### src/rtl/pffm_pkg.sv
// ----------------------------------------------------------------------------
// pffm_pkg
// Shared types and constants for the power fault flag manager: flag bit
// positions, operation and severity codes, register indexes and the records
// passed between the front end, the queue and the back end.
// ----------------------------------------------------------------------------
package pffm_pkg;

    // Flag vector.
    localparam int FLAG_W = 14;
    typedef logic [FLAG_W-1:0] flags_t;

    localparam flags_t FLAG_HIGH_POWER = 14'h0002;
    localparam flags_t FLAG_OC         = 14'h0004;
    localparam flags_t FLAG_OV         = 14'h0008;
    localparam flags_t FLAG_UV         = 14'h0010;
    localparam flags_t FLAG_OP         = 14'h0020;
    localparam flags_t FLAG_MONITORED  = 14'h07FF;
    localparam flags_t FLAG_CRITICAL   = 14'h3A3C;

    // Operation codes.
    localparam logic [1:0] OP_SAMPLE = 2'd0;
    localparam logic [1:0] OP_RAISE  = 2'd1;
    localparam logic [1:0] OP_CLEAR  = 2'd2;

    // Severity codes.
    localparam logic [1:0] SEV_INFO = 2'd0;
    localparam logic [1:0] SEV_WARN = 2'd1;
    localparam logic [1:0] SEV_CRIT = 2'd2;

    // Configuration register indexes.
    localparam int CFG_IDX_W  = 3;
    localparam int CFG_DATA_W = 20;
    localparam logic [CFG_IDX_W-1:0] CFG_OC_LIMIT = 3'd0;
    localparam logic [CFG_IDX_W-1:0] CFG_OP_LIMIT = 3'd1;
    localparam logic [CFG_IDX_W-1:0] CFG_OV_LIMIT = 3'd2;
    localparam logic [CFG_IDX_W-1:0] CFG_UV_LIMIT = 3'd3;
    localparam logic [CFG_IDX_W-1:0] CFG_AUTO_DISC = 3'd4;

    // Measurement thresholds: 1 V minimum voltage, 30 mA no-load current.
    localparam logic [15:0] MIN_VOLTS  = 16'd100;
    localparam logic [16:0] NO_LOAD_MA = 17'd30;

    // Queue between front and back end.
    localparam int Q_DEPTH = 2;
    localparam int Q_PTR_W = $clog2(Q_DEPTH);
    localparam int Q_CNT_W = $clog2(Q_DEPTH + 1);

    typedef struct packed {
        logic [15:0] oc_limit;
        logic [19:0] op_limit;
        logic [15:0] ov_limit;
        logic [15:0] uv_limit;
        logic        auto_disconnect;
    } cfg_t;

    // Classified item: everything that depends only on the input and limits.
    typedef struct packed {
        logic [1:0] op;
        flags_t     thr_flags;
        logic       hp_set;
        logic       hp_release;
        logic       no_load_hit;
        flags_t     req_flags;
        logic [1:0] req_sev;
    } item_t;

    typedef struct packed {
        flags_t     raised;
        flags_t     cleared;
        flags_t     active;
        logic [1:0] severity;
        logic       open_req;
        logic       crit_latch;
        logic       high_power;
        logic       no_load_seen;
    } result_t;

endpackage

### src/rtl/pffm_front.sv
// ----------------------------------------------------------------------------
// pffm_front
// Classifies an incoming item: current and power magnitudes, the four
// threshold checks, the high-power set and release conditions, the no-load
// condition and the clamped request severity.
// ----------------------------------------------------------------------------
module pffm_front
    import pffm_pkg::*;
(
    input  cfg_t               cfg,
    input  logic [1:0]         op,
    input  logic [15:0]        rms_voltage,
    input  logic signed [16:0] rms_current,
    input  logic signed [20:0] real_power,
    input  logic               relay_is_shut,
    input  logic [13:0]        request_flags,
    input  logic [1:0]         request_severity,
    output item_t              item
);

    logic [16:0] cur_mag;
    logic [20:0] pwr_mag;
    logic [25:0] pwr_ext;
    logic [25:0] plim_ext;
    logic [21:0] cur_ext;
    logic [21:0] clim_ext;
    logic        p_en;
    logic        c_en;
    logic        hi;
    logic        lo;
    logic        volts_ok;

    // Magnitudes of the signed measurements.
    assign cur_mag = rms_current[16] ? $unsigned(-rms_current) : $unsigned(rms_current);
    assign pwr_mag = real_power[20] ? $unsigned(-real_power) : $unsigned(real_power);

    assign pwr_ext  = 26'(pwr_mag);
    assign plim_ext = 26'(cfg.op_limit);
    assign cur_ext  = 22'(cur_mag);
    assign clim_ext = 22'(cfg.oc_limit);

    assign p_en     = (cfg.op_limit != '0);
    assign c_en     = (cfg.oc_limit != '0);
    assign volts_ok = (rms_voltage > MIN_VOLTS);

    // High-power hysteresis: set at 90 percent, release below 85 percent.
    assign hi = (p_en && (pwr_ext * 26'd10 >= plim_ext * 26'd9))
             || (c_en && (cur_ext * 22'd10 >= clim_ext * 22'd9));
    assign lo = (!p_en || (pwr_ext * 26'd20 < plim_ext * 26'd17))
             && (!c_en || (cur_ext * 22'd20 < clim_ext * 22'd17));

    // Threshold flags and request fields.
    always_comb
    begin
        item.op          = op;
        item.thr_flags   = '0;
        if (c_en && (cur_mag > 17'(cfg.oc_limit)))
        begin
            item.thr_flags = item.thr_flags | FLAG_OC;
        end
        if (p_en && (pwr_mag > 21'(cfg.op_limit)))
        begin
            item.thr_flags = item.thr_flags | FLAG_OP;
        end
        if ((cfg.ov_limit != '0) && (rms_voltage > cfg.ov_limit))
        begin
            item.thr_flags = item.thr_flags | FLAG_OV;
        end
        if ((cfg.uv_limit != '0) && volts_ok && (rms_voltage < cfg.uv_limit))
        begin
            item.thr_flags = item.thr_flags | FLAG_UV;
        end
        item.hp_set      = hi;
        item.hp_release  = lo;
        item.no_load_hit = relay_is_shut && volts_ok && (cur_mag <= NO_LOAD_MA);
        item.req_flags   = request_flags;
        item.req_sev     = (request_severity > SEV_CRIT) ? SEV_CRIT : request_severity;
    end

endmodule

### src/rtl/pffm_queue.sv
// ----------------------------------------------------------------------------
// pffm_queue
// Short first-in first-out queue of classified items between the front end
// and the back end.
// ----------------------------------------------------------------------------
module pffm_queue
    import pffm_pkg::*;
(
    input  logic  clk,
    input  logic  rst_n,
    input  logic  push,
    input  item_t push_item,
    input  logic  pop,
    output logic  full,
    output logic  head_valid,
    output item_t head_item
);

    item_t              entry_reg [Q_DEPTH];
    logic [Q_PTR_W-1:0] wr_ptr_reg;
    logic [Q_PTR_W-1:0] wr_ptr_next;
    logic [Q_PTR_W-1:0] rd_ptr_reg;
    logic [Q_PTR_W-1:0] rd_ptr_next;
    logic [Q_CNT_W-1:0] count_reg;
    logic [Q_CNT_W-1:0] count_next;

    assign full       = (count_reg == Q_CNT_W'(Q_DEPTH));
    assign head_valid = (count_reg != '0);
    assign head_item  = entry_reg[rd_ptr_reg];

    // Pointer and fill count updates.
    always_comb
    begin
        wr_ptr_next = push ? wr_ptr_reg + Q_PTR_W'(1) : wr_ptr_reg;
        rd_ptr_next = pop ? rd_ptr_reg + Q_PTR_W'(1) : rd_ptr_reg;
        count_next  = count_reg + Q_CNT_W'(push) - Q_CNT_W'(pop);
    end

    always_ff @(posedge clk or negedge rst_n)
    begin
        if (!rst_n)
        begin
            wr_ptr_reg <= '0;
            rd_ptr_reg <= '0;
            count_reg  <= '0;
        end
        else
        begin
            wr_ptr_reg <= wr_ptr_next;
            rd_ptr_reg <= rd_ptr_next;
            count_reg  <= count_next;
        end
    end

    // Entry storage.
    always_ff @(posedge clk)
    begin
        if (push)
        begin
            entry_reg[wr_ptr_reg] <= push_item;
        end
    end

endmodule

### src/rtl/pffm_back.sv
// ----------------------------------------------------------------------------
// pffm_back
// Applies one classified item to the fault state: no-load debounce,
// high-power hysteresis, raise and clear of active and latched flags and the
// relay critical latch. The result is held in an output register.
// ----------------------------------------------------------------------------
module pffm_back
    import pffm_pkg::*;
#(
    parameter int NO_LOAD_SAMPLES = 2
)
(
    input  logic    clk,
    input  logic    rst_n,
    input  logic    auto_disconnect,
    input  logic    head_valid,
    input  item_t   head_item,
    output logic    pop,
    output logic    out_valid,
    input  logic    out_ready,
    output result_t result
);

    localparam int NL_W = $clog2(NO_LOAD_SAMPLES + 1);
    localparam logic [NL_W-1:0] NL_TARGET = NL_W'(NO_LOAD_SAMPLES);

    flags_t          active_reg;
    flags_t          active_next;
    flags_t          latched_reg;
    flags_t          latched_next;
    logic            relay_reg;
    logic            relay_next;
    logic            hp_reg;
    logic            hp_next;
    logic [NL_W-1:0] nl_run_reg;
    logic [NL_W-1:0] nl_run_next;
    logic            out_valid_reg;
    logic            out_valid_next;
    result_t         result_reg;
    result_t         result_next;

    flags_t          sample_flags;
    flags_t          prior_flags;
    flags_t          rise;
    flags_t          fall;
    flags_t          act_mid;
    flags_t          lat_mid;
    logic            relay_mid;

    // Take the next item when the output register is free or being drained.
    assign pop       = head_valid && (!out_valid_reg || out_ready);
    assign out_valid = out_valid_reg;
    assign result    = result_reg;

    // State update and result for the item at the head of the queue.
    always_comb
    begin
        active_next  = active_reg;
        latched_next = latched_reg;
        relay_next   = relay_reg;
        hp_next      = hp_reg;
        nl_run_next  = nl_run_reg;
        sample_flags = '0;
        prior_flags  = '0;
        rise         = '0;
        fall         = '0;
        act_mid      = active_reg;
        lat_mid      = latched_reg;
        relay_mid    = relay_reg;
        result_next  = '0;

        case (head_item.op)
            OP_SAMPLE:
            begin
                // No-load debounce counter.
                if (head_item.no_load_hit)
                begin
                    if (nl_run_reg < NL_TARGET)
                    begin
                        nl_run_next = nl_run_reg + NL_W'(1);
                    end
                end
                else
                begin
                    nl_run_next = '0;
                end
                // High-power hysteresis.
                if (!hp_reg && head_item.hp_set)
                begin
                    hp_next = 1'b1;
                end
                else if (hp_reg && head_item.hp_release)
                begin
                    hp_next = 1'b0;
                end
                sample_flags = head_item.thr_flags | (hp_next ? FLAG_HIGH_POWER : '0);
                prior_flags  = (active_reg | latched_reg) & FLAG_MONITORED;
                rise         = sample_flags & ~prior_flags;
                fall         = prior_flags & ~sample_flags;
                // Raise first; a critical raise latches all raised flags.
                act_mid = active_reg | rise;
                if ((rise & FLAG_CRITICAL) != '0)
                begin
                    lat_mid   = latched_reg | rise;
                    relay_mid = 1'b1;
                end
                // Then clear the flags that dropped out.
                active_next  = act_mid & ~fall;
                latched_next = lat_mid & ~fall;
                relay_next   = relay_mid;
                if ((fall != '0) && ((latched_next & FLAG_CRITICAL) == '0))
                begin
                    relay_next = 1'b0;
                end
                result_next.raised  = rise;
                result_next.cleared = fall;
                if (rise != '0)
                begin
                    if ((rise & FLAG_CRITICAL) != '0)
                    begin
                        result_next.severity = SEV_CRIT;
                        result_next.open_req = auto_disconnect;
                    end
                    else
                    begin
                        result_next.severity = SEV_WARN;
                    end
                end
            end
            OP_RAISE:
            begin
                rise = head_item.req_flags & ~active_reg;
                if (rise != '0)
                begin
                    active_next = active_reg | rise;
                    if ((head_item.req_sev == SEV_CRIT) || ((rise & FLAG_CRITICAL) != '0))
                    begin
                        latched_next = latched_reg | rise;
                        relay_next   = 1'b1;
                    end
                    result_next.severity = head_item.req_sev;
                end
                result_next.raised = rise;
            end
            OP_CLEAR:
            begin
                fall         = (active_reg | latched_reg) & head_item.req_flags;
                active_next  = active_reg & ~fall;
                latched_next = latched_reg & ~fall;
                if ((fall != '0) && ((latched_next & FLAG_CRITICAL) == '0))
                begin
                    relay_next = 1'b0;
                end
                result_next.cleared = fall;
            end
            default:
            begin
            end
        endcase

        result_next.active       = active_next | latched_next;
        result_next.crit_latch   = relay_next;
        result_next.high_power   = hp_next;
        result_next.no_load_seen = (nl_run_next >= NL_TARGET);
    end

    // Output valid: set by a new result, dropped by a transfer.
    always_comb
    begin
        if (pop)
        begin
            out_valid_next = 1'b1;
        end
        else if (out_ready)
        begin
            out_valid_next = 1'b0;
        end
        else
        begin
            out_valid_next = out_valid_reg;
        end
    end

    always_ff @(posedge clk or negedge rst_n)
    begin
        if (!rst_n)
        begin
            active_reg    <= '0;
            latched_reg   <= '0;
            relay_reg     <= 1'b0;
            hp_reg        <= 1'b0;
            nl_run_reg    <= '0;
            out_valid_reg <= 1'b0;
        end
        else
        begin
            out_valid_reg <= out_valid_next;
            if (pop)
            begin
                active_reg  <= active_next;
                latched_reg <= latched_next;
                relay_reg   <= relay_next;
                hp_reg      <= hp_next;
                nl_run_reg  <= nl_run_next;
            end
        end
    end

    // Result payload register.
    always_ff @(posedge clk)
    begin
        if (pop)
        begin
            result_reg <= result_next;
        end
    end

endmodule

### src/rtl/power_fault_flag_manager.sv
// ----------------------------------------------------------------------------
// power_fault_flag_manager
// Turns measurement samples and external raise and clear requests into fault
// flag events: raised, cleared and active masks plus relay latch status.
// ----------------------------------------------------------------------------
// Path: each item is classified into the queue, then applied to the fault
// state into the output register, where it waits for out_ready.
// Throughput: one item per cycle while out_ready is high; the two-entry queue
// and the output register let the input side keep going while a result waits,
// until the queue is full.
// Reset: asynchronous; clears limits, fault state, queue and output valid.
module power_fault_flag_manager
    import pffm_pkg::*;
#(
    parameter int NO_LOAD_SAMPLES = 2
)
(
    input  logic                  clk,
    input  logic                  rst_n,
    input  logic                  cfg_we,
    input  logic [CFG_IDX_W-1:0]  cfg_index,
    input  logic [CFG_DATA_W-1:0] cfg_wdata,
    input  logic                  in_valid,
    output logic                  in_ready,
    input  logic [1:0]            op,
    input  logic [15:0]           rms_voltage,
    input  logic signed [16:0]    rms_current,
    input  logic signed [20:0]    real_power,
    input  logic                  relay_is_shut,
    input  logic [13:0]           request_flags,
    input  logic [1:0]            request_severity,
    output logic                  out_valid,
    input  logic                  out_ready,
    output logic [13:0]           raised_mask,
    output logic [13:0]           cleared_mask,
    output logic [13:0]           active_mask,
    output logic [1:0]            event_severity,
    output logic                  open_relay_request,
    output logic                  critical_latch,
    output logic                  high_power_state,
    output logic                  no_load_seen
);

    cfg_t    cfg_reg;
    cfg_t    cfg_next;
    item_t   front_item;
    item_t   head_item;
    logic    queue_full;
    logic    head_valid;
    logic    pop;
    result_t result;

    // Configuration register writes.
    always_comb
    begin
        cfg_next = cfg_reg;
        if (cfg_we)
        begin
            case (cfg_index)
                CFG_OC_LIMIT:  cfg_next.oc_limit        = cfg_wdata[15:0];
                CFG_OP_LIMIT:  cfg_next.op_limit        = cfg_wdata[19:0];
                CFG_OV_LIMIT:  cfg_next.ov_limit        = cfg_wdata[15:0];
                CFG_UV_LIMIT:  cfg_next.uv_limit        = cfg_wdata[15:0];
                CFG_AUTO_DISC: cfg_next.auto_disconnect = cfg_wdata[0];
                default:       cfg_next = cfg_reg;
            endcase
        end
    end

    always_ff @(posedge clk or negedge rst_n)
    begin
        if (!rst_n)
        begin
            cfg_reg <= '0;
        end
        else
        begin
            cfg_reg <= cfg_next;
        end
    end

    assign in_ready = !queue_full;

    // Front end: classification of the incoming item.
    pffm_front u_front (
        .cfg              (cfg_reg),
        .op               (op),
        .rms_voltage      (rms_voltage),
        .rms_current      (rms_current),
        .real_power       (real_power),
        .relay_is_shut    (relay_is_shut),
        .request_flags    (request_flags),
        .request_severity (request_severity),
        .item             (front_item)
    );

    // Queue between the two halves.
    pffm_queue u_queue (
        .clk        (clk),
        .rst_n      (rst_n),
        .push       (in_valid && in_ready),
        .push_item  (front_item),
        .pop        (pop),
        .full       (queue_full),
        .head_valid (head_valid),
        .head_item  (head_item)
    );

    // Back end: fault state and result register.
    pffm_back #(
        .NO_LOAD_SAMPLES (NO_LOAD_SAMPLES)
    ) u_back (
        .clk             (clk),
        .rst_n           (rst_n),
        .auto_disconnect (cfg_reg.auto_disconnect),
        .head_valid      (head_valid),
        .head_item       (head_item),
        .pop             (pop),
        .out_valid       (out_valid),
        .out_ready       (out_ready),
        .result          (result)
    );

    assign raised_mask        = result.raised;
    assign cleared_mask       = result.cleared;
    assign active_mask        = result.active;
    assign event_severity     = result.severity;
    assign open_relay_request = result.open_req;
    assign critical_latch     = result.crit_latch;
    assign high_power_state   = result.high_power;
    assign no_load_seen       = result.no_load_seen;

`ifndef SYNTHESIS
    // A relay opening request only comes with a critical raise.
    assert property (@(posedge clk) disable iff (!rst_n)
        out_valid && open_relay_request |-> (event_severity == SEV_CRIT))
        else $error("open request without critical severity");

    // One item never raises and clears the same flag.
    assert property (@(posedge clk) disable iff (!rst_n)
        out_valid |-> ((raised_mask & cleared_mask) == '0))
        else $error("flag both raised and cleared");

    // Raised flags are active after the item.
    assert property (@(posedge clk) disable iff (!rst_n)
        out_valid |-> ((raised_mask & ~active_mask) == '0))
        else $error("raised flag not active");

    // Without a raise there is no severity and no opening request.
    assert property (@(posedge clk) disable iff (!rst_n)
        out_valid && (raised_mask == '0) |-> (event_severity == SEV_INFO) && !open_relay_request)
        else $error("severity reported without a raise");
`endif

endmodule
### config.mk
export PLATFORM = sky130hd
export DESIGN_NAME = power_fault_flag_manager
export DESIGN_NICKNAME = d
export VERILOG_FILES = /design/src/rtl/pffm_pkg.sv /design/src/rtl/pffm_front.sv /design/src/rtl/pffm_queue.sv /design/src/rtl/pffm_back.sv /design/src/rtl/power_fault_flag_manager.sv
export SDC_FILE = /design/constraint.sdc
export NUM_CORES = 1
export LEC_CHECK = 0
export BUFFER_PORTS_ARGS = -buffer_cell sky130_fd_sc_hd__buf_4
export CAP_MARGIN = 25
export CORE_MARGIN = 4
export CORE_UTILIZATION = 60
export CTS_BUF_LIST = sky130_fd_sc_hd__clkbuf_4 sky130_fd_sc_hd__clkbuf_8
export CTS_CLUSTER_SIZE = 25
export DETAILED_ROUTE_END_ITERATION = 8
export PLACE_DENSITY_LB_ADDON = 0.1
export SYNTH_ARGS = -nofsm -noshare
export SYNTH_HDL_FRONTEND = slang
export SYNTH_HIERARCHICAL = 1
export SYNTH_SLANG_ARGS = --single-unit
### constraint.sdc
create_clock -name clk -period 5.1 [get_ports clk]
set_input_delay 0.255 -clock clk [delete_from_list [all_inputs] [get_ports clk]]
set_output_delay 0.255 -clock clk [all_outputs]
set_load 0.01 [all_outputs]
==> metrics, run 1 <==
outcome=complete, no violations; slew at the pin with the worst max-slew slack=0.973 ns; largest fanout on the critical path=4; quantity of I/O buffers inserted on ports=150; power consumption=roughly 13 mW; synthesized netlist cell count=around 2000; number of warnings reported in the yosys synthesis log=6; IO Pins=roughly 150; Overall Global Routing Usage=between 20% and 30%; instance area after placement=~23000 um^2; total power per unit cell area=536 nW/um^2; Tightest Hold Check Type=in -> reg; Relative slew margins=34.8%; total congestion overflow after global routing=0; shortest clock period the worst path allows after layout=around 5.0 ns; setup slack, reg-to-reg=~0.38 ns; WL/cell=between 15 and 20 um; routed via count divided by cell count=5.86; worst slack at placement=-0.671 ns; Core Rows=66; first-pass detailed-route iteration total=5; starting density of the core=about three fifths; Layout fillers=between 2000 and 2500; crit path DAT=5.35 ns; number of global-route vias before repair=between 15000 and 20000; clock transition at the register clock pins on the worst setup and hold paths after CTS=~0.06 ns; DP Wirelength=38800 um; count of state elements after synthesis=between 200 and 250; largest cells by area after synthesis=sky130_fd_sc_hd__ha_1, sky130_fd_sc_hd__edfxtp_1, sky130_fd_sc_hd__dfrtp_1; final critical-path share of the clock period=between 90 and 100%; aggregate routed wire length=about 51000 um; largest clock skew in the final design=about 0.033 ns; netlist area before placement=between 20000 and 25000 um^2; number of antenna violations at the first check in global routing=1; core occupancy in the finished layout=between 70 and 80%; number of CTS-inserted buffers=38; number of different library cells in the post-synthesis netlist=93; peak clock frequency supported by timing=approximately 200 MHz; x dimension of the die=191 um; dominant synthesized flop cell=sky130_fd_sc_hd__edfxtp_1; floorplan die area=between 30000 and 40000 um^2; overall via count from detail_route=between 15000 and 20000; count of nets after finishing=about 2800; Post-route DRC=0; master cell of the clock root buffer=sky130_fd_sc_hd__clkbuf_8; number of H-tree branching levels=2; buffers from clock root to sink, at most=3; final total negative setup slack=0 ns; drt initial violations=about 1200; area added between synthesis and finish=20.1%; unrepaired setup endpoints after global routing=true; critical path class=in -> reg; share of the synthesized area in the top cell type=about a fifth; wire length of the first global-routing pass=80700 um; average footprint of a synthesized cell=between 9 and 10 um^2; Required @ worst endpoint=5.48 ns; Detail Route Antenna Nets=0; total of max-cap violations=0; fraction of final layout cells with drive strength greater than 1=between 20% and 30%; number of enable flip-flop cells after synthesis=between 100 and 150; TritonCTS clock tree=built; number of slew-limit violations in the final report=0; post-synthesis cell type with the largest combined area=sky130_fd_sc_hd__ha_1; GPL Wtd Cong=between 0.8 and 0.9; Async SR Flop Fraction=a little under half; IR drop worst, VDD=around 340 uV; Die Span Y=191 um; count of final setup violators=0; leakage power total=11.2 nW; clock insertion delay at the later pin of the skew report=roughly 0.56 ns; core area=~33000 um^2; clock sink count=224; number of failing hold endpoints at the final stage=0; sequential-to-total area share from yosys stat=roughly 31%; capturing element type of the critical path=register; final std cell area, no fill=~24000 um^2; pin count of the biggest net entering global routing=72; min setup slack post-route=~0.13 ns; kind of start point of the critical path=primary input; max FFs per register=70
path summary, 6_finish.rpt:
| check | start | end | cells past startpoint |
|---|---|---|---|
| worst min-delay path | cfg_wdata[0] | cfg_reg[53] | 2 |
| worst min register to register | cfg_reg[22] | cfg_reg[22] | 1 |
| worst max register to register | cfg_reg[58] | u_queue/entry_reg[1][18] | 20 |
| max in group asynchronous | rst_n | cfg_reg[52] | 3 |
| worst max-delay path | real_power[3] | u_queue/entry_reg[1][17] | 23 |
| min in group asynchronous | rst_n | u_back/active_reg[10] | 2 |
cell usage after synthesis, types with 27 or more instances:
library cell	n
sky130_fd_sc_hd__inv_1	160
sky130_fd_sc_hd__a21o_1	55
sky130_fd_sc_hd__dfrtp_1	106
sky130_fd_sc_hd__edfxtp_1	118
sky130_fd_sc_hd__o21a_1	27
sky130_fd_sc_hd__ha_1	327
sky130_fd_sc_hd__nor3_1	38
sky130_fd_sc_hd__nand2_1	115
sky130_fd_sc_hd__mux2_2	75
sky130_fd_sc_hd__a21oi_1	126
sky130_fd_sc_hd__buf_4	34
sky130_fd_sc_hd__xnor2_1	79
sky130_fd_sc_hd__mux2_4	29
sky130_fd_sc_hd__o21ai_0	118
sky130_fd_sc_hd__nand2b_1	51
sky130_fd_sc_hd__xor2_1	46
sky130_fd_sc_hd__nor2_1	107
sky130_fd_sc_hd__nor2b_1	37
sky130_fd_sc_hd__nand3_1	30
final cells by class:
type	instances	area (um^2)	area share, %
Multi-Input combinational cell	1596	13100	54.3
Antenna cell	1	2.50	0.0104
Timing Repair Buffer	363	2840	11.8
Inverter	160	601	2.50
Tap cell	442	553	2.30
Clock buffer	53	654	2.72
Clock inverter	16	123	0.510
Sequential cell	224	6200	25.8
critical path, cell delays in order:
cell	delay (ns)
sky130_fd_sc_hd__buf_6	0.09
sky130_fd_sc_hd__or4_4	0.55
sky130_fd_sc_hd__or4_4	0.48
sky130_fd_sc_hd__o21ai_4	0.16
sky130_fd_sc_hd__xnor2_2	0.14
sky130_fd_sc_hd__ha_1	0.26
sky130_fd_sc_hd__ha_2	0.18
sky130_fd_sc_hd__or4_4	0.51
sky130_fd_sc_hd__o21bai_1	0.18
sky130_fd_sc_hd__and3_1	0.17
sky130_fd_sc_hd__o21a_1	0.22
sky130_fd_sc_hd__nor2_4	0.13
sky130_fd_sc_hd__xnor2_2	0.13
sky130_fd_sc_hd__ha_1	0.27
sky130_fd_sc_hd__a21o_1	0.20
sky130_fd_sc_hd__a21oi_2	0.14
sky130_fd_sc_hd__o21ai_1	0.08
sky130_fd_sc_hd__a31oi_2	0.17
sky130_fd_sc_hd__nor2_1	0.07
sky130_fd_sc_hd__o311ai_1	0.24
sky130_fd_sc_hd__a21oi_1	0.13
sky130_fd_sc_hd__maj3_2	0.32
sky130_fd_sc_hd__a221oi_2	0.25
where the power goes:
part | internal, mW | leakage (nW) | total (mW) | switching [mW]
Clock | 0.896 | 0.418 | 1.66 | 0.760
Combinational | 3.76 | 8.34 | 8.04 | 4.28
Sequential | 2.65 | 2.40 | 3.18 | 0.531
repair_timing:
action                                  CTS  global route
setup buffers                             2             8
endpoints found under the setup margin    4             4
hold buffers                             38             0
resized for setup                         3            44
endpoints found under the hold margin   126             0
pin swaps                                 2            42
metal layers:
| layer | track usage (%) | vias to the layer above | wire length (um) |
|---|---|---|---|
| li1 | - | 8190 | - |
| met1 | 35.0 | 7929 | 21800 |
| met5 | 0 | - | 0 |
| met2 | 46.7 | 496 | 24800 |
| met4 | 8.87 | 0 | 1480 |
| met3 | 4.17 | 119 | 2790 |
placed cells by master (no fill, tap or decap), types with 15 or more instances in the layout:
master,netlist,routed
sky130_fd_sc_hd__a21o_1,55,55
sky130_fd_sc_hd__a21oi_1,126,120
sky130_fd_sc_hd__buf_4,34,322
sky130_fd_sc_hd__clkbuf_8,1,41
sky130_fd_sc_hd__dfrtp_1,106,105
sky130_fd_sc_hd__dlygate4sd3_1,0,38
sky130_fd_sc_hd__edfxtp_1,118,118
sky130_fd_sc_hd__ha_1,327,319
sky130_fd_sc_hd__inv_1,160,159
sky130_fd_sc_hd__mux2_2,75,75
sky130_fd_sc_hd__mux2_4,29,29
sky130_fd_sc_hd__nand2_1,115,113
sky130_fd_sc_hd__nand2b_1,51,51
sky130_fd_sc_hd__nand3_1,30,30
sky130_fd_sc_hd__nand4_1,23,23
sky130_fd_sc_hd__nor2_1,107,105
sky130_fd_sc_hd__nor2b_1,37,36
sky130_fd_sc_hd__nor3_1,38,37
sky130_fd_sc_hd__nor4_1,25,24
sky130_fd_sc_hd__o211ai_1,15,15
sky130_fd_sc_hd__o21a_1,27,27
sky130_fd_sc_hd__o21ai_0,118,111
sky130_fd_sc_hd__o21bai_1,18,17
sky130_fd_sc_hd__xnor2_1,79,73
sky130_fd_sc_hd__xor2_1,46,44
metrics by stage:
stage                     hold slack (ns)  instances
after global placement              0.286       2736
after floorplan                   -0.0406       2051
after detailed placement            0.287       2736
after global routing               0.0278       2855
final                              0.0572       2855
after CTS                          0.0253       2845
cell families (layout without fill, tap and decap cells):
| group | Yosys count | after routing | share of synthesized area, % |
|---|---|---|---|
| mux | 105 | 105 | 6.45 |
| fa+ha+maj | 337 | 337 | 21.2 |
| buf+inv | 231 | 592 | 5.61 |
| compound gates | 508 | 508 | 16.7 |
| flops | 224 | 224 | 31.0 |
| simple gates | 508 | 508 | 13.3 |
| other cells | 1 | 11 | 0.0187 |
| xor+xnor | 128 | 128 | 5.75 |
No activity file was read; power rests on OpenSTA's default activity.
==> inputs of run 2 (changes only) <==
--- a/config.mk
+++ b/config.mk
@@ -7,8 +7,10 @@
 export LEC_CHECK = 0
 export BUFFER_PORTS_ARGS = -buffer_cell sky130_fd_sc_hd__buf_4
 export CAP_MARGIN = 25
+export CELL_PAD_IN_SITES_DETAIL_PLACEMENT = 0
+export CELL_PAD_IN_SITES_GLOBAL_PLACEMENT = 1
 export CORE_MARGIN = 4
-export CORE_UTILIZATION = 60
+export CORE_UTILIZATION = 50
 export CTS_BUF_LIST = sky130_fd_sc_hd__clkbuf_4 sky130_fd_sc_hd__clkbuf_8
 export CTS_CLUSTER_SIZE = 25
 export DETAILED_ROUTE_END_ITERATION = 8
==> run 2 against run 1 <==
Effect of this change: via count rose by 0.12%; power grew 1.9%; register-to-register slack got worse by 0.22 ns; worst setup slack worse by 0.099 ns; wire length is 6.8% higher; combinational power rose by 2.5%; die area is 19% higher; cell area grew 1.9%; sequential cell count unchanged; global-route usage decreased by 2.8 points; utilization decreased by 12 points; clock power increased by 2%; critical path type unchanged; largest cell class unchanged; largest power group unchanged.
==> metrics, run 2 (synthesis gave the netlist of run 1 again) <==
number of antenna violations at the first check in global routing=0; number of global-route vias before repair=~17000; core area=39600 um^2; count of final setup violators=0; total congestion overflow after global routing=0; clock insertion delay at the later pin of the skew report=approximately 0.57 ns; unrepaired setup endpoints after global routing=true; fraction of final layout cells with drive strength greater than 1=a little over a quarter; overall via count from detail_route=between 15000 and 20000; capturing element type of the critical path=register; largest fanout on the critical path=4; x dimension of the die=about 210 um; aggregate routed wire length=54300 um; most frequent CP cell=sky130_fd_sc_hd__or4_4; starting density of the core=between 50% and 60%; crit path DAT=approximately 5.4 ns; slew at the pin with the worst max-slew slack=around 1.1 ns; outcome=complete, no violations; endpoint of the worst hold path=cfg_reg[8]; IR drop worst, VDD=between 200 and 250 uV; total power per unit cell area=536 nW/um^2; Die Span Y=roughly 210 um; Detail Route Antenna Nets=0; wire length of the first global-routing pass=approximately 87000 um; core occupancy in the finished layout=around three fifths; WL/cell=~18 um; master cell of the clock root buffer=sky130_fd_sc_hd__clkbuf_8; total of max-cap violations=0; area added between synthesis and finish=22.4%; area occupied by registers=6200 um^2; routed via count divided by cell count=approximately 5.7; drt initial violations=782; GPL Wtd Cong=0.869; Required @ worst endpoint=between 5 and 6 ns; launching point of the worst reg2reg path=cfg_reg[54]; first-pass detailed-route iteration total=6; Tightest Hold Check Type=in -> reg; crit path max-delay cell type=sky130_fd_sc_hd__or4_4; Relative slew margins=roughly 27%; depth of the worst register-to-register path=22; Reg-to-Reg End=u_queue/entry_reg[0][17]; clock transition at the register clock pins on the worst setup and hold paths after CTS=roughly 0.06 ns; footprint of the multi-input gates=13200 um^2; TritonCTS clock tree=built; most common cell after layout, fill and taps aside=sky130_fd_sc_hd__buf_4; kind of start point of the critical path=primary input; shortest clock period the worst path allows after layout=slightly above 5 ns; buffers from clock root to sink, at most=3; leakage power total=approximately 11 nW; number of buffers and inverters on the critical path=2; Layout fillers=about 3500; IO Pins=between 150 and 200; DP Wirelength=about 42000 um; setup slack, reg-to-reg=between 0.15 and 0.2 ns; count of nets after finishing=roughly 2800; peak clock frequency supported by timing=197 MHz; power consumption=13.1 mW; Overall Global Routing Usage=around 24%; cell chain of the critical path=buf_6 > or4_4 > or4_4 > or4_4 > o31ai_4 > xnor2_2 > ha_4 > ha_4 > buf_4 > nand2_4 > nor2_1 > o211ai_1 > nand2_1 > a21oi_2 > xnor2_2 > ha_1 > a21oi_2 > o21ai_2 > a31oi_2 > nor2_1 > o311ai_2 > a21oi_1 > maj3_2 > a221oi_2; number of H-tree branching levels=2; min-delay src=cfg_wdata[7]; number of CTS-inserted buffers=39; cell depth of the worst min-delay path=2; largest clock skew in the final design=around 0.028 ns; maximum single-stage delay on the critical path=around 0.57 ns; floorplan die area=around 43000 um^2; Fin Hold WS=0.0235 ns; quantity of I/O buffers inserted on ports=150; number of slew-limit violations in the final report=0; final total negative setup slack=0 ns; pin count of the biggest net entering global routing=between 70 and 80; CP startpoint=real_power[3]; number of failing hold endpoints at the final stage=0; kind of cell adding the most delay to the critical path=simple AND/OR/NAND/NOR gates; critical path class=in -> reg; Core Rows=73; Post-route DRC=0; clock sink count=~220; max FFs per register=70; final critical-path share of the clock period=around 99%; commonest non-fill, non-tap cells in the layout=sky130_fd_sc_hd__buf_4, sky130_fd_sc_hd__ha_1, sky130_fd_sc_hd__inv_1, sky130_fd_sc_hd__edfxtp_1, sky130_fd_sc_hd__a21oi_1
## run 2: final cells by class
type	instances	share of cell area (%)
multi-input combinational	1596	53.9
antenna	1	0.0102
tap	525	2.68
sequential	224	25.3
clock inverter	17	0.547
inverter	160	2.45
clock buffer	55	2.78
timing repair buffer	383	12.3
## run 2: metal layers
metal	up-vias	track usage [%]	part of all wire, %
li1	8245	-	-
met3	94	2.17	4.0
met2	410	42.3	49
met5	-	0	0
met1	8005	32.4	45
met4	0	6.77	2.5
## run 2: what timing repair did
item / in CTS / in global routing
buffers inserted: 6 / 7
resized for setup: 8 / 67
hold buffers: 32 / 1
hold endpoints to repair: 131 / 1
pin swaps: 15 / 47
endpoints found under the setup margin: 4 / 4
## run 2: worst max path at each step
stage	slack (ns)	end	cells past startpoint
2_1_floorplan	-0.32	u_queue/entry_reg[0][17]	23
3_3_place_gp	-0.58	u_queue/entry_reg[0][17]	23
3_5_place_dp	-0.66	u_queue/entry_reg[1][17]	23
4_1_cts	0.02	u_queue/entry_reg[1][17]	22
5_1_grt	-0.23	u_queue/entry_reg[1][17]	30
6_report	0.03	u_queue/entry_reg[0][17]	24
## run 2: per-stage QoR
step / setup WS, ns / instances / instance area (um^2)
floorplan: -0.323 / 2051 / 20100
global placement: -0.584 / 2838 / 22800
detailed placement: -0.657 / 2840 / 22800
CTS: 0.0190 / 2950 / 24000
global route: -0.232 / 2960 / 24500
finish: 0.0311 / 2961 / 24500
## run 2: power by group
group / internal, mW / leakage, nW / switching, mW
logic: 3.82 / 8.48 / 4.43
clock network: 0.935 / 0.442 / 0.767
registers: 2.65 / 2.40 / 0.524
==> inputs of run 3 (changes only) <==
==> constraint.sdc (replaced) <==
create_clock -name clk -period 5.1 [get_ports clk]
set_input_delay 1.53 -clock clk [delete_from_list [all_inputs] [get_ports clk]]
set_output_delay 1.53 -clock clk [all_outputs]
set_load 0.01 [all_outputs]
==> run 3 against run 2 <==
Effect of this change: the flow now finishes with violations (setup timing); first-iteration DRC count grew 3.8%; clock-buffer cell count fell by 1; clock skew is 0.0058 ns higher; combinational power increased by 2%; critical path depth shrank 1; power grew 0.83%; largest cell class unchanged; cell count rose by 0.81%; die area is the same.
==> metrics, run 3 (synthesis gave the netlist of run 1 again) <==
number of antenna violations at the first check in global routing=0; clock insertion delay at the later pin of the skew report=between 0.5 and 0.6 ns; routed via count divided by cell count=~5.6; Tightest Hold Check Type=reg -> reg; clock transition at the register clock pins on the worst setup and hold paths after CTS=0.06 ns; quantity of I/O buffers inserted on ports=150; core area=~40000 um^2; Reg-to-Reg End=u_queue/entry_reg[1][17]; number of slew-limit violations in the final report=0; number of failing hold endpoints at the final stage=0; number of standard cells in the final layout excluding fillers=2985; worst slack at placement=-1.99 ns; violations in the final reports=setup timing; Core Rows=73; GPL Wtd Cong=between 0.8 and 0.9; DP Wirelength=between 40000 and 50000 um; share of total power in combinational logic=~64%; x dimension of the die=between 200 and 250 um; area occupied by registers=about 6200 um^2; number of CTS-inserted buffers=36; kind of start point of the critical path=primary input; outcome=complete, but fails checks; depth of the worst register-to-register path=21; pin count of the biggest net entering global routing=roughly 110; Sw Ratio=about 43%; instance area after placement=approximately 23000 um^2; clock sink count=224; CP startpoint=real_power[3]; Layout fillers=3341; WL/cell=~18 um; capturing element type of the critical path=register; count of final setup violators=4; clock network power share=around an eighth; total power per unit cell area=535 nW/um^2; peak clock frequency supported by timing=about 160 MHz; area added between synthesis and finish=23.5%; aggregate routed wire length=roughly 55000 um; floorplan die area=~43000 um^2; cell-internal power=roughly 7.5 mW; footprint of the multi-input gates=13400 um^2; fraction of final layout cells with drive strength greater than 1=roughly 29%; Fin Hold WS=0.513 ns; commonest non-fill, non-tap cells in the layout=sky130_fd_sc_hd__buf_4, sky130_fd_sc_hd__ha_1, sky130_fd_sc_hd__inv_1, sky130_fd_sc_hd__edfxtp_1, sky130_fd_sc_hd__a21oi_1; endpoint of the worst hold path=u_back/out_valid; unrepaired setup endpoints after global routing=true; buffers from clock root to sink, at most=3; critical path class=in -> reg; Relative slew margins=about two fifths; min-delay src=u_back/out_valid; Die Span Y=approximately 210 um; cell depth of the worst min-delay path=2; final critical-path share of the clock period=122%; min setup slack post-route=-1.12 ns; crit path DAT=approximately 6.6 ns; number of global-route vias before repair=16700; placed cell count=roughly 2900; power consumption=between 10 and 15 mW; max FFs per register=70; master cell of the clock root buffer=sky130_fd_sc_hd__clkbuf_8; TritonCTS clock tree=built; slew at the pin with the worst max-slew slack=between 0.8 and 0.9 ns; final std cell area, no fill=approximately 25000 um^2; core occupancy in the finished layout=around 62%; largest fanout on the critical path=4; final total negative setup slack=-4.29 ns; Overall Global Routing Usage=roughly 24%; IO Pins=around 150; setup slack, reg-to-reg=around 0.36 ns; starting density of the core=between 50% and 60%; most common cell after layout, fill and taps aside=sky130_fd_sc_hd__buf_4; Sequential Power Share=about a quarter; count of nets after finishing=~2900; wire length of the first global-routing pass=87100 um; leakage power total=approximately 11 nW; Net Switching=5.69 mW; total congestion overflow after global routing=0; overall via count from detail_route=~17000; Required @ worst endpoint=around 5.5 ns; IR drop worst, VDD=~260 uV; drt initial violations=812; total of max-cap violations=0; shortest clock period the worst path allows after layout=a little over 6 ns; Post-route DRC=0; number of H-tree branching levels=2; launching point of the worst reg2reg path=cfg_reg[34]; first-pass detailed-route iteration total=5; Detail Route Antenna Nets=0; largest clock skew in the final design=0.0335 ns
-- run 3: cell types whose count changed in the layout (fill, tap and decap cells not counted), sizes merged --
cell         change
clkinv           -5
inv              -3
dlygate4sd3     -33
clkbuf           -1
buf             +63
clkinvlp         +3
-- run 3: final cells by class --
cell class                 instances  share of cell area, %
tap                              525                   2.66
timing repair buffer             413                   12.8
multi-input combinational       1596                   54.1
inverter                         160                   2.43
antenna                            1                 0.0101
clock inverter                    12                  0.344
clock buffer                      54                   2.68
sequential                       224                   25.1
-- run 3: how the worst max path moves through the flow --
stage | end | slack [ns] | depth (start not counted)
floorplan | u_queue/entry_reg[0][17] | -1.60 | 23
global placement | u_queue/entry_reg[0][17] | -1.89 | 23
detailed placement | u_queue/entry_reg[1][17] | -1.99 | 23
CTS | u_queue/entry_reg[0][17] | -1.05 | 23
global route | u_queue/entry_reg[0][17] | -1.34 | 24
finish | u_queue/entry_reg[1][17] | -1.12 | 23
-- run 3: worst max-delay path, cell delays in order --
cell	delay (ns)
sky130_fd_sc_hd__buf_6	0.09
sky130_fd_sc_hd__or4_4	0.53
sky130_fd_sc_hd__or4_4	0.48
sky130_fd_sc_hd__o21ai_4	0.16
sky130_fd_sc_hd__xnor2_2	0.09
sky130_fd_sc_hd__ha_1	0.31
sky130_fd_sc_hd__ha_2	0.19
sky130_fd_sc_hd__or4_4	0.42
sky130_fd_sc_hd__o21bai_4	0.19
sky130_fd_sc_hd__and3_4	0.15
sky130_fd_sc_hd__o21a_1	0.21
sky130_fd_sc_hd__nor2_4	0.14
sky130_fd_sc_hd__xnor2_2	0.14
sky130_fd_sc_hd__ha_1	0.27
sky130_fd_sc_hd__a21o_1	0.20
sky130_fd_sc_hd__a21oi_2	0.15
sky130_fd_sc_hd__o21ai_2	0.07
sky130_fd_sc_hd__a31oi_2	0.18
sky130_fd_sc_hd__nor2_1	0.07
sky130_fd_sc_hd__o311ai_1	0.28
sky130_fd_sc_hd__a21oi_1	0.13
sky130_fd_sc_hd__maj3_2	0.35
sky130_fd_sc_hd__a221oi_4	0.25
-- run 3: timing repair --
| action | CTS | global route |
|---|---|---|
| buffers inserted | 9 | 12 |
| resized for setup | 51 | 53 |
| endpoints found under the setup margin | 6 | 6 |
| hold buffers | 0 | 0 |
| pin swaps | 57 | 38 |
-- run 3: power groups by stage --
| stage | Combinational [mW] | Sequential, mW | Clock (mW) |
|---|---|---|---|
| after floorplan | 5.52 | 3.10 | 0 |
| after global placement | 7.83 | 3.19 | 0 |
| after detailed placement | 8.01 | 3.21 | 0 |
| after CTS | 8.25 | 3.18 | 1.64 |
| after global routing | 9.42 | 3.25 | 1.72 |
| final | 8.44 | 3.17 | 1.61 |
-- run 3: layer usage --
metal  routed length [um]  global-route usage (%)  up-vias
met1                24800                    32.4     7985
met4                 1440                    6.95        0
met5                    0                       0        -
met3                 1920                    2.49       85
li1                     -                       -     8296
met2                26600                    42.5      351
